[config.mk]
export PLATFORM = sky130hd
export DESIGN_NAME = bresenham_line_rasterizer
export DESIGN_NICKNAME = d
export VERILOG_FILES = /design/src/hdl/brl_pkg.sv /design/src/hdl/brl_front.sv /design/src/hdl/brl_cmd_queue.sv /design/src/hdl/brl_back.sv /design/src/hdl/bresenham_line_rasterizer.sv
export SDC_FILE = /design/constraint.sdc
export NUM_CORES = 1
export LEC_CHECK = 0
export BUFFER_PORTS_ARGS = -buffer_cell sky130_fd_sc_hd__buf_2
export CAP_MARGIN = 20
export CORE_ASPECT_RATIO = 0.75
export CORE_MARGIN = 8
export CORE_UTILIZATION = 62
export DETAILED_ROUTE_END_ITERATION = 10
export PLACE_DENSITY_LB_ADDON = 0.1
export SLEW_MARGIN = 10
export SYNTH_ARGS = -nofsm -noshare
export SYNTH_HDL_FRONTEND = slang
export SYNTH_HIERARCHICAL = 1
export SYNTH_SLANG_ARGS = --single-unit
[constraint.sdc]
create_clock -name clk -period 6.22 [get_ports clk]
set_input_delay 1.244 -clock clk [delete_from_list [all_inputs] [get_ports clk]]
set_output_delay 1.244 -clock clk [all_outputs]
set_load 0.01 [all_outputs]
[src/hdl/brl_pkg.sv]
// Shared types and constants of the Bresenham line rasterizer.
`default_nettype none

package brl_pkg;

  // Coordinate width of endpoints and pixels.
  localparam int COORD_BITS = 16;
  // Differences are one bit wider than coordinates; the error term one more.
  localparam int DELTA_W = COORD_BITS + 1;
  localparam int ERR_W = COORD_BITS + 2;

  // Configuration registers.
  localparam int CFG_W = 11;
  localparam int CFG_INDEX_W = 2;
  localparam logic [CFG_INDEX_W-1:0] REG_SCREEN_WIDTH = 2'd0;
  localparam logic [CFG_INDEX_W-1:0] REG_SCREEN_HEIGHT = 2'd1;
  localparam logic [CFG_W-1:0] SCREEN_WIDTH_RESET = 11'd240;
  localparam logic [CFG_W-1:0] SCREEN_HEIGHT_RESET = 11'd320;

  // Width in which a non-negative coordinate is compared with a screen size.
  localparam int CMP_W = (COORD_BITS > CFG_W) ? COORD_BITS : CFG_W;

  // Command queue between front and back; the depth is a power of two.
  localparam int QUEUE_DEPTH = 4;
  localparam int QUEUE_AW = $clog2(QUEUE_DEPTH);

  typedef enum logic {
    OP_START = 1'b0,
    OP_STEP  = 1'b1
  } op_t;

  typedef struct packed {
    op_t                          operation;
    logic signed [COORD_BITS-1:0] start_x;
    logic signed [COORD_BITS-1:0] start_y;
    logic signed [COORD_BITS-1:0] end_x;
    logic signed [COORD_BITS-1:0] end_y;
    logic [15:0]                  line_color;
  } item_t;

  typedef struct packed {
    logic signed [COORD_BITS-1:0] pixel_x;
    logic signed [COORD_BITS-1:0] pixel_y;
    logic [15:0]                  pixel_color;
    logic                         on_screen;
    logic                         last;
  } pixel_t;

  // A classified command: a step, or a start with its line setup worked out.
  typedef struct packed {
    op_t                          operation;
    logic                         steep;
    logic signed [COORD_BITS-1:0] major_start;
    logic signed [COORD_BITS-1:0] major_end;
    logic signed [COORD_BITS-1:0] minor_start;
    logic [DELTA_W-1:0]           delta_major;
    logic [DELTA_W-1:0]           delta_minor;
    logic                         minor_dir;
    logic [15:0]                  color;
  } cmd_t;

  typedef struct packed {
    logic [CFG_W-1:0] screen_width;
    logic [CFG_W-1:0] screen_height;
  } screen_cfg_t;

endpackage

`default_nettype wire

[src/hdl/brl_front.sv]
// Front end: classifies an incoming word and works out the line setup for starts.
`default_nettype none

module brl_front (
  input  brl_pkg::item_t item,
  output brl_pkg::cmd_t  cmd
);
  import brl_pkg::*;

  logic signed [DELTA_W-1:0] dx;
  logic signed [DELTA_W-1:0] dy;
  logic [DELTA_W-1:0]        adx;
  logic [DELTA_W-1:0]        ady;
  logic                      steep;
  logic signed [DELTA_W-1:0] diff_major;
  logic signed [DELTA_W-1:0] diff_minor;
  logic signed [COORD_BITS-1:0] major_a;
  logic signed [COORD_BITS-1:0] major_b;
  logic signed [COORD_BITS-1:0] minor_a;
  logic signed [COORD_BITS-1:0] minor_b;
  logic                      swap_ends;

  assign dx = DELTA_W'(item.end_x) - DELTA_W'(item.start_x);
  assign dy = DELTA_W'(item.end_y) - DELTA_W'(item.start_y);
  assign adx = dx[DELTA_W-1] ? DELTA_W'(-dx) : DELTA_W'(dx);
  assign ady = dy[DELTA_W-1] ? DELTA_W'(-dy) : DELTA_W'(dy);
  assign steep = ady > adx;

  always_comb begin
    if (steep) begin
      major_a = item.start_y;
      major_b = item.end_y;
      minor_a = item.start_x;
      minor_b = item.end_x;
      diff_major = dy;
      diff_minor = dx;
    end else begin
      major_a = item.start_x;
      major_b = item.end_x;
      minor_a = item.start_y;
      minor_b = item.end_y;
      diff_major = dx;
      diff_minor = dy;
    end
  end

  // The endpoints trade places when the major coordinate falls.
  assign swap_ends = diff_major[DELTA_W-1];

  always_comb begin
    cmd.operation = item.operation;
    cmd.steep = steep;
    cmd.major_start = swap_ends ? major_b : major_a;
    cmd.major_end = swap_ends ? major_a : major_b;
    cmd.minor_start = swap_ends ? minor_b : minor_a;
    cmd.delta_major = steep ? ady : adx;
    cmd.delta_minor = steep ? adx : ady;
    // Minus one unless the ordered minor coordinate strictly rises.
    if (swap_ends) begin
      cmd.minor_dir = !diff_minor[DELTA_W-1];
    end else begin
      cmd.minor_dir = diff_minor[DELTA_W-1] || (diff_minor == '0);
    end
    cmd.color = item.line_color;
  end

endmodule

`default_nettype wire

[src/hdl/brl_cmd_queue.sv]
// Short command queue that decouples the front end from the stepper.
`default_nettype none

module brl_cmd_queue (
  input  logic          clk,
  input  logic          rst,
  input  logic          push,
  input  brl_pkg::cmd_t push_cmd,
  output logic          full,
  input  logic          pop,
  output brl_pkg::cmd_t head,
  output logic          empty
);
  import brl_pkg::*;

  cmd_t                mem [QUEUE_DEPTH];
  logic [QUEUE_AW-1:0] wr_ptr;
  logic [QUEUE_AW-1:0] rd_ptr;
  logic [QUEUE_AW:0]   count;
  logic                do_push;
  logic                do_pop;

  assign full = (count == (QUEUE_AW + 1)'(QUEUE_DEPTH));
  assign empty = (count == '0);
  assign do_push = push && !full;
  assign do_pop = pop && !empty;
  assign head = mem[rd_ptr];

  always_ff @(posedge clk) begin
    if (do_push) begin
      mem[wr_ptr] <= push_cmd;
    end
  end

  always_ff @(posedge clk) begin
    if (rst) begin
      wr_ptr <= '0;
      rd_ptr <= '0;
      count <= '0;
    end else begin
      if (do_push) begin
        wr_ptr <= wr_ptr + 1'b1;
      end
      if (do_pop) begin
        rd_ptr <= rd_ptr + 1'b1;
      end
      if (do_push && !do_pop) begin
        count <= count + 1'b1;
      end else if (do_pop && !do_push) begin
        count <= count - 1'b1;
      end
    end
  end

endmodule

`default_nettype wire

[src/hdl/brl_back.sv]
// Stepper: holds the running line, walks it one pixel per step and registers the output.
`default_nettype none

module brl_back (
  input  logic                clk,
  input  logic                rst,
  input  brl_pkg::screen_cfg_t cfg,
  input  brl_pkg::cmd_t       head,
  input  logic                head_empty,
  output logic                head_pop,
  output brl_pkg::pixel_t     pixel,
  output logic                empty,
  input  logic                pop
);
  import brl_pkg::*;

  logic                         active;
  logic                         steep_flag;
  logic signed [COORD_BITS-1:0] major_pos;
  logic signed [COORD_BITS-1:0] major_end;
  logic signed [COORD_BITS-1:0] minor_pos;
  logic signed [ERR_W-1:0]      error_acc;
  logic [DELTA_W-1:0]           delta_minor;
  logic signed [ERR_W-1:0]      delta_gap;
  logic                         minor_dir;
  logic [15:0]                  held_color;
  logic                         out_valid;

  logic                         is_start;
  logic                         out_free;
  logic                         emit;
  logic signed [COORD_BITS-1:0] px;
  logic signed [COORD_BITS-1:0] py;
  logic                         cur_last;
  logic                         visible;
  logic signed [ERR_W-1:0]      err_dec;
  logic signed [ERR_W-1:0]      err_wrap;

  assign is_start = (head.operation == OP_START);
  assign out_free = !out_valid || pop;
  // Starts always go; steps while idle are dropped; steps while active need a free slot.
  assign head_pop = !head_empty && (is_start || !active || out_free);
  assign emit = !head_empty && !is_start && active && out_free;

  assign px = steep_flag ? minor_pos : major_pos;
  assign py = steep_flag ? major_pos : minor_pos;
  assign cur_last = (major_pos >= major_end);
  assign visible = !px[COORD_BITS-1] && !py[COORD_BITS-1]
                && (CMP_W'(px[COORD_BITS-1:0]) < CMP_W'(cfg.screen_width))
                && (CMP_W'(py[COORD_BITS-1:0]) < CMP_W'(cfg.screen_height));

  // Both candidate errors are formed in parallel; the sign of the first selects.
  assign err_dec = error_acc - signed'(ERR_W'(delta_minor));
  assign err_wrap = error_acc + delta_gap;

  always_ff @(posedge clk) begin
    if (rst) begin
      active <= 1'b0;
      steep_flag <= 1'b0;
      major_pos <= '0;
      major_end <= '0;
      minor_pos <= '0;
      error_acc <= '0;
      delta_minor <= '0;
      delta_gap <= '0;
      minor_dir <= 1'b0;
      held_color <= '0;
    end else if (head_pop && is_start) begin
      active <= 1'b1;
      steep_flag <= head.steep;
      major_pos <= head.major_start;
      major_end <= head.major_end;
      minor_pos <= head.minor_start;
      error_acc <= signed'(ERR_W'(head.delta_major >> 1));
      delta_minor <= head.delta_minor;
      delta_gap <= signed'(ERR_W'(head.delta_major) - ERR_W'(head.delta_minor));
      minor_dir <= head.minor_dir;
      held_color <= head.color;
    end else if (emit) begin
      if (err_dec[ERR_W-1]) begin
        minor_pos <= minor_pos + (minor_dir ? {COORD_BITS{1'b1}} : COORD_BITS'(1));
        error_acc <= err_wrap;
      end else begin
        error_acc <= err_dec;
      end
      if (cur_last) begin
        active <= 1'b0;
      end else begin
        major_pos <= major_pos + COORD_BITS'(1);
      end
    end
  end

  always_ff @(posedge clk) begin
    if (rst) begin
      out_valid <= 1'b0;
    end else if (emit) begin
      out_valid <= 1'b1;
    end else if (pop) begin
      out_valid <= 1'b0;
    end
  end

  always_ff @(posedge clk) begin
    if (emit) begin
      pixel.pixel_x <= px;
      pixel.pixel_y <= py;
      pixel.pixel_color <= held_color;
      pixel.on_screen <= visible;
      pixel.last <= cur_last;
    end
  end

  assign empty = !out_valid;

  // The error term never stays negative while a line runs.
  assert property (@(posedge clk) disable iff (rst) active |-> !error_acc[ERR_W-1])
    else $error("error term negative on an active line");

  // The walk never passes the far endpoint.
  assert property (@(posedge clk) disable iff (rst) active |-> (major_pos <= major_end))
    else $error("major coordinate beyond line end");

  // Emitting the final pixel ends the line.
  assert property (@(posedge clk) disable iff (rst) (emit && cur_last) |=> !active)
    else $error("line still active after its last pixel");

endmodule

`default_nettype wire

[src/hdl/bresenham_line_rasterizer.sv]
// Top level of the Bresenham line rasterizer: configuration, front end, queue and stepper.
`default_nettype none

// Integer Bresenham line rasterizer. A word with operation START loads two signed
// endpoints and a color and produces nothing; each following STEP word produces one
// pixel with its color, an on-screen flag (0 <= x < screen_width and
// 0 <= y < screen_height) and a last flag on the final pixel. STEP words with no line
// running are consumed and dropped, and a START during a line abandons it. Both
// sides behave as queues: a word is taken when push is high and full is low, and a
// pixel leaves when pop is high and empty is low. The block sustains one word per
// clock while pixels are popped: a START loads the stepper with no pixel, and each
// STEP yields one pixel. The rate is set by the stepper, whose error update per
// pixel is a subtract and an add formed in parallel and a select. A STEP word
// passes through a four-entry command queue and the output register before its
// pixel is on the pixel port and can be popped. The queue fills and raises full
// only when pixels are not popped. Screen registers are written through cfg_write,
// cfg_index and cfg_data; the user must write them only while the block is idle,
// which the block does not enforce. Indexes beyond the two registers are ignored.

module bresenham_line_rasterizer (
  input  logic                             clk,
  input  logic                             rst,
  input  logic                             push,
  output logic                             full,
  input  brl_pkg::item_t                   item,
  output logic                             empty,
  input  logic                             pop,
  output brl_pkg::pixel_t                  pixel,
  input  logic                             cfg_write,
  input  logic [brl_pkg::CFG_INDEX_W-1:0]  cfg_index,
  input  logic [brl_pkg::CFG_W-1:0]        cfg_data
);
  import brl_pkg::*;

  screen_cfg_t cfg;
  cmd_t        front_cmd;
  cmd_t        head;
  logic        head_empty;
  logic        head_pop;

  // Screen size registers.
  always_ff @(posedge clk) begin
    if (rst) begin
      cfg.screen_width <= SCREEN_WIDTH_RESET;
      cfg.screen_height <= SCREEN_HEIGHT_RESET;
    end else if (cfg_write) begin
      case (cfg_index)
        REG_SCREEN_WIDTH: cfg.screen_width <= cfg_data;
        REG_SCREEN_HEIGHT: cfg.screen_height <= cfg_data;
        default: ;
      endcase
    end
  end

  // The front end classifies each word and, for a start, orders the endpoints and
  // forms the deltas, so the stepper loads them and derives its error terms from them.
  brl_front u_front (
    .item (item),
    .cmd  (front_cmd)
  );

  brl_cmd_queue u_queue (
    .clk      (clk),
    .rst      (rst),
    .push     (push),
    .push_cmd (front_cmd),
    .full     (full),
    .pop      (head_pop),
    .head     (head),
    .empty    (head_empty)
  );

  // The stepper walks the line and owns the output register.
  brl_back u_back (
    .clk        (clk),
    .rst        (rst),
    .cfg        (cfg),
    .head       (head),
    .head_empty (head_empty),
    .head_pop   (head_pop),
    .pixel      (pixel),
    .empty      (empty),
    .pop        (pop)
  );

endmodule

`default_nettype wire
# Word level (Yosys, flattened, before mapping)
# Memory sizes are Yosys's and may differ from the RTL's. A register that Yosys moved wholly into a read port is not among the register bits.
# Index checks and enable logic that the tools add are counted.
[word_totals]
wordCells = 120
in_bits = 99
latchBits = 0
n_memories = 1
ff_bits = 200
mem_bits_ro = 0
ramBits = 404
[classes]
magnitude_cmp = 4
div_mod_pow = 0
n_mux = 37
mul = 0
n_reduce_logical = 39
add_sub_neg = 13
bitwise = 1
shifts = 0
eq_ne = 3
[mem_list]
columns = ["name", "words", "width", "read_ports", "rd_ports_with_merged_regs", "wr", "line_no", "rtl"]
rows = [
  ["u_queue.mem", 4, 101, 1, 1, 1, "brl_cmd_queue.sv:16", "cmd_t mem [QUEUE_DEPTH];"],
]
[op_table]
columns = ["operator", "n"]
rows = [
  ["$mux W16", 18],
  ["$mux W17", 6],
  ["$neg A17 Y17", 2],
  ["$sub A16 B16 Y17", 2],
  ["$lt A16 B11 Y1", 2],
  ["$add A18 B18 Y18", 1],
  ["$mux W18", 1],
  ["$sub A17 B17 Y18", 1],
  ["$sub A18 B18 Y18", 1],
  ["$gt A17 B17 Y1", 1],
  ["$logic_not A17 Y1", 1],
  ["$add A16 B16 Y16", 1],
  ["$add A16 B2 Y16 const B", 1],
  ["$ge A16 B16 Y1", 1],
  ["$logic_and A1 B1 Y1", 12],
  ["$reduce_and A2 Y1", 5],
  ["$reduce_bool A2 Y1", 5],
  ["$logic_not A1 Y1", 9],
  ["$mux W1", 8],
  ["$mux W3", 2],
  ["$add A2 B1 Y2 const B", 2],
  ["$logic_or A1 B1 Y1", 4],
  ["$mux W2", 2],
  ["$add A3 B1 Y3 const B", 1],
  ["other kinds (8)", 8],
]

# Longest topological paths before layout
[depth]
depth_word = 8
depth_mapped = 25
mapped_depth_nobuf = 22

# By module
# Netlist, hierarchy kept.
[modules_own_cells]
columns = ["mod", "instances", "cells_per_inst", "area_per_inst_um2", "seq_area_each_um2"]
rows = [
  ["brl_cmd_queue", 1, 575, 15039.4, 12311.8],
  ["brl_back", 1, 1277, 10935.5, 3923.8],
  ["brl_front", 1, 814, 5282.6, 0.0],
  ["bresenham_line_rasterizer", 1, 91, 927.1, 440.4],
]

# Worst setup path after synthesis
# No wires, ideal clock.
[synth_timing]
path_kind = "in2reg"
from = "input port item[16] (netlist name)"
to = "memory u_queue/mem[0][49] (netlist name), data pin"
path_buffers = 2
setup_ns = 0.184
t_arrival_ns = 5.611
path_slack_ns = 0.425
stages = 21
t_required_ns = 6.036
path_cell_list = "inv_1 ha_1 fa_1 nand2b_1 a21oi_1 a21oi_1 or4_1 a31oi_2 inv_2 o31ai_1 xnor2_1 ha_1 nand4_1 nor3_1 a2111o_1 nand2_1 inv_1 buf_6 clkbuf_1 nand3_1 a2bb2oi_1"
[synth_rtl]
columns = ["item", "line_no", "rtl"]
rows = [
  ["from (decl)", "bresenham_line_rasterizer.sv:25", "input brl_pkg::item_t item,"],
  ["to (decl)", "brl_cmd_queue.sv:16", ""],
]

==> impl_metrics.ini <==
[clocking]
cts_tree = yes
htreeDepth = 2
clockBufferDepth = 3
numCtsBuffers = 55
clk_latency_ns = 0.63
cts.sinks = 606
clk_pin_slew_worst_paths_ns = 0.06
clock-root-buffer = clkbuf_16

[yosys]
synth_edf_count = 454
ys_ff_latch = 606
yosys_warnings = 6
synth_ff_type = edfxtp_1
synth_area_um2 = 32200
async_reset_ff_frac = 0
ys_types = 109
postSynthCellCount = 2757
avgSynthCellArea_um2 = 11.7
synth_fp_nets = 3021
yosysSeqAreaShare = 0.518

[worst_hold_path]
hold_path_class = reg2reg

[setup_path]
r2r_end = u_back/delta_gap[16]$_SDFFE_PP0P_
slowest_delay_ns = 0.52
slowest_stage = a21oi_1
cp.arrival_ns = 6.22
crit_fanout = 68
start_kind = primary input
cp-startpoint = item[16]
cp.depth = 22
cp.buffers_inverters = 6
path_class = in2reg
end_kind = flip-flop
critical_path.most_common_cell = a21oi_1
worstPathCellList = buf_2, inv_1, ha_1, fa_1, nand2b_1, a21o_1, o21a_1, nor3_1, buf_4, o21a_1, buf_4, a21oi_1, xor2_1, ha_1, a21o_1, nand3_1, a21oi_1, a2111o_1, nand2_1, clkinv_2, buf_12, a21oi_1
rr_worst_depth = 12
path_delay_family = compound AO/OA/AOI/OAI gates
worstPathRequired_ns = 6.57
r2r_slack_ns = 1.82
endpoint = u_queue/mem[3][76]$_DFFE_PP_

[sta]
fmaxAchievable_ghz = 0.170
hold_viol = 0
finalSetupViolCount = 0
holdWs_ns = 0.431
rsz0062_at_grt = false
period_needed_ns = 5.87
clock-skew-final_ns = 0.0192
worst_pin_slew_ns = 1.09
setup_slack_ns = 0.345
post-route-period-util = 0.944
final_max_slew_viol_count = 0
worst_slew_margin_rel = 0.274

[status]
outcome = completed

[routing]
wirelength_mm = 85.6
post-route-drc-count = 0
first_pass_iters = 6
drt_iter0_markers = 2574
vias = 23300
post_drt_wl_per_cell_um = 23.3
drt-vias-per-instance = 6.34
ant_nets = 0

[final_layout]
mostFrequentLayoutCells = edfxtp_1 (454), nand2_1 (237), a21oi_1 (231)
register_area_um2 = 16700
drive_above_1_share = 0.188
final_cells = 3679
area_delta_synth_final_pct = 11.5
utilization = 0.698
fin_nets = 3195
num_antenna_cells = 0
nFillCells = 3698
layout_commonest_cell = edfxtp_1
multiInputGateArea_um2 = 14200

[floorplanning]
core_um2 = 51400
die-area_um2 = 59500
ios = 151
start_util = 0.626
die_x_um = 279
rows = 72
die_y_um = 213

[global_route]
antenna_found_initial = 3
grt_max_degree = 87
grt_pass1_vias = 22500
overflow = 0
grt_use_total = 0.280
grt_pass1_wl_mm = 130

[run]
maxCapViolations = 0

[placed_design]
gp_congestion = 0.963
place.port_buffers = 150
dp_hpwl_mm = 60.5
dp_cells = 3577
dp_slack_ns = -0.222

[power_and_ir_drop]
leakage_nw = 13.4
max-vdd-ir-drop_mv = 0.528
power_mw = 19.0
power_density_nw_per_um2 = 530
state kept, by name, summed over array words and instances (netlist names), named ones only:
signal              flops
u_back/major_end       16
u_queue/wr_ptr          2
u_back/minor_dir        1
u_back/held_color      16
u_back/out_valid        1
u_back/major_pos       16
u_queue/count           3
u_back/error_acc       18
u_back/delta_gap       18
u_back/minor_pos       16
u_queue/rd_ptr          2
cfg                    22
u_back/pixel           50
u_back/steep_flag       1
u_back/delta_minor     17
u_queue/mem           404
u_back/active           1
final cells by class:
type,instances,share of cell area
multi-input cells,1839,0.395
inverters,158,0.0166
flip-flops and latches,606,0.465
clock buffers,81,0.0445
well taps,703,0.0245
repair buffers,271,0.0477
clock inverters,21,0.00718
worst min-delay path by stage:
stage                                       start                         end  slack (ns)  depth (start not counted)
2_1_floorplan   u_back/held_color[8]$_SDFFE_PP0P_  u_back/pixel[10]$_DFFE_PP_        0.41                          0
3_3_place_gp   u_back/held_color[13]$_SDFFE_PP0P_  u_back/pixel[15]$_DFFE_PP_        0.41                          0
3_5_place_dp   u_back/held_color[12]$_SDFFE_PP0P_  u_back/pixel[14]$_DFFE_PP_        0.42                          0
4_1_cts        u_back/held_color[12]$_SDFFE_PP0P_  u_back/pixel[14]$_DFFE_PP_        0.43                          0
5_1_grt        u_back/held_color[15]$_SDFFE_PP0P_  u_back/pixel[17]$_DFFE_PP_        0.44                          0
6_report        u_back/held_color[9]$_SDFFE_PP0P_  u_back/pixel[11]$_DFFE_PP_        0.43                          0
cell families (layout without fill, tap and decap cells):
logic type      count (synthesis)  in the layout  synth area share
flops                         606            606             0.518
fa+ha+maj                     165            165            0.0658
xor+xnor                       93             93            0.0255
simple gates                  720            720             0.108
buf+inv                       312            531            0.0438
mux                           220            220             0.109
compound gates                641            641             0.130
power breakdown:
group	total (mW)	leakage [nW]	switching (mW)	internal (mW)
Clock	3.43	0.897	1.50	1.92
Combinational	9.17	7.12	5.52	3.65
Sequential	6.41	5.41	0.556	5.85
Total	19.0	13.4	7.58	11.4
cells in the mapped netlist (all sizes together), types with 43 or more instances:
cell type,instances,area [um2]
edfxtp,454,13600
nand2,238,896
a21oi,237,1210
nor2,195,737
ha,158,1980
inv,158,593
dfxtp,152,3040
o21ai,106,534
mux4,101,2270
mux2i,88,893
clkbuf,78,307
a211oi,76,581
buf,76,510
xnor2,60,526
nand2b,58,365
nand3,43,220
nor3,43,246
stage by stage:
stage	setup TNS, ns	instance area, um2
finish	0	35900
global route	0	35900
CTS	0	35900
detailed placement	-14.00	34000
global placement	-9.90	34000
floorplan	0	32200
layer usage:
layer / GRT usage / part of all wire / vias up
li1: - / - / 10700
met1: 0.407 / 0.44 / 11400
met2: 0.434 / 0.44 / 1135
met3: 0.0487 / 0.089 / 151
met4: 0.0813 / 0.028 / 2
met5: 0 / 0.00015 / -
what timing repair did:
item / in CTS / in global routing
resized for setup: 0 / 1
buffers inserted: 0 / 0
setup endpoints to repair: 0 / 2
hold endpoints to repair: 0 / 0
hold buffers: 0 / 0
Power figures use the tool's default switching activity.
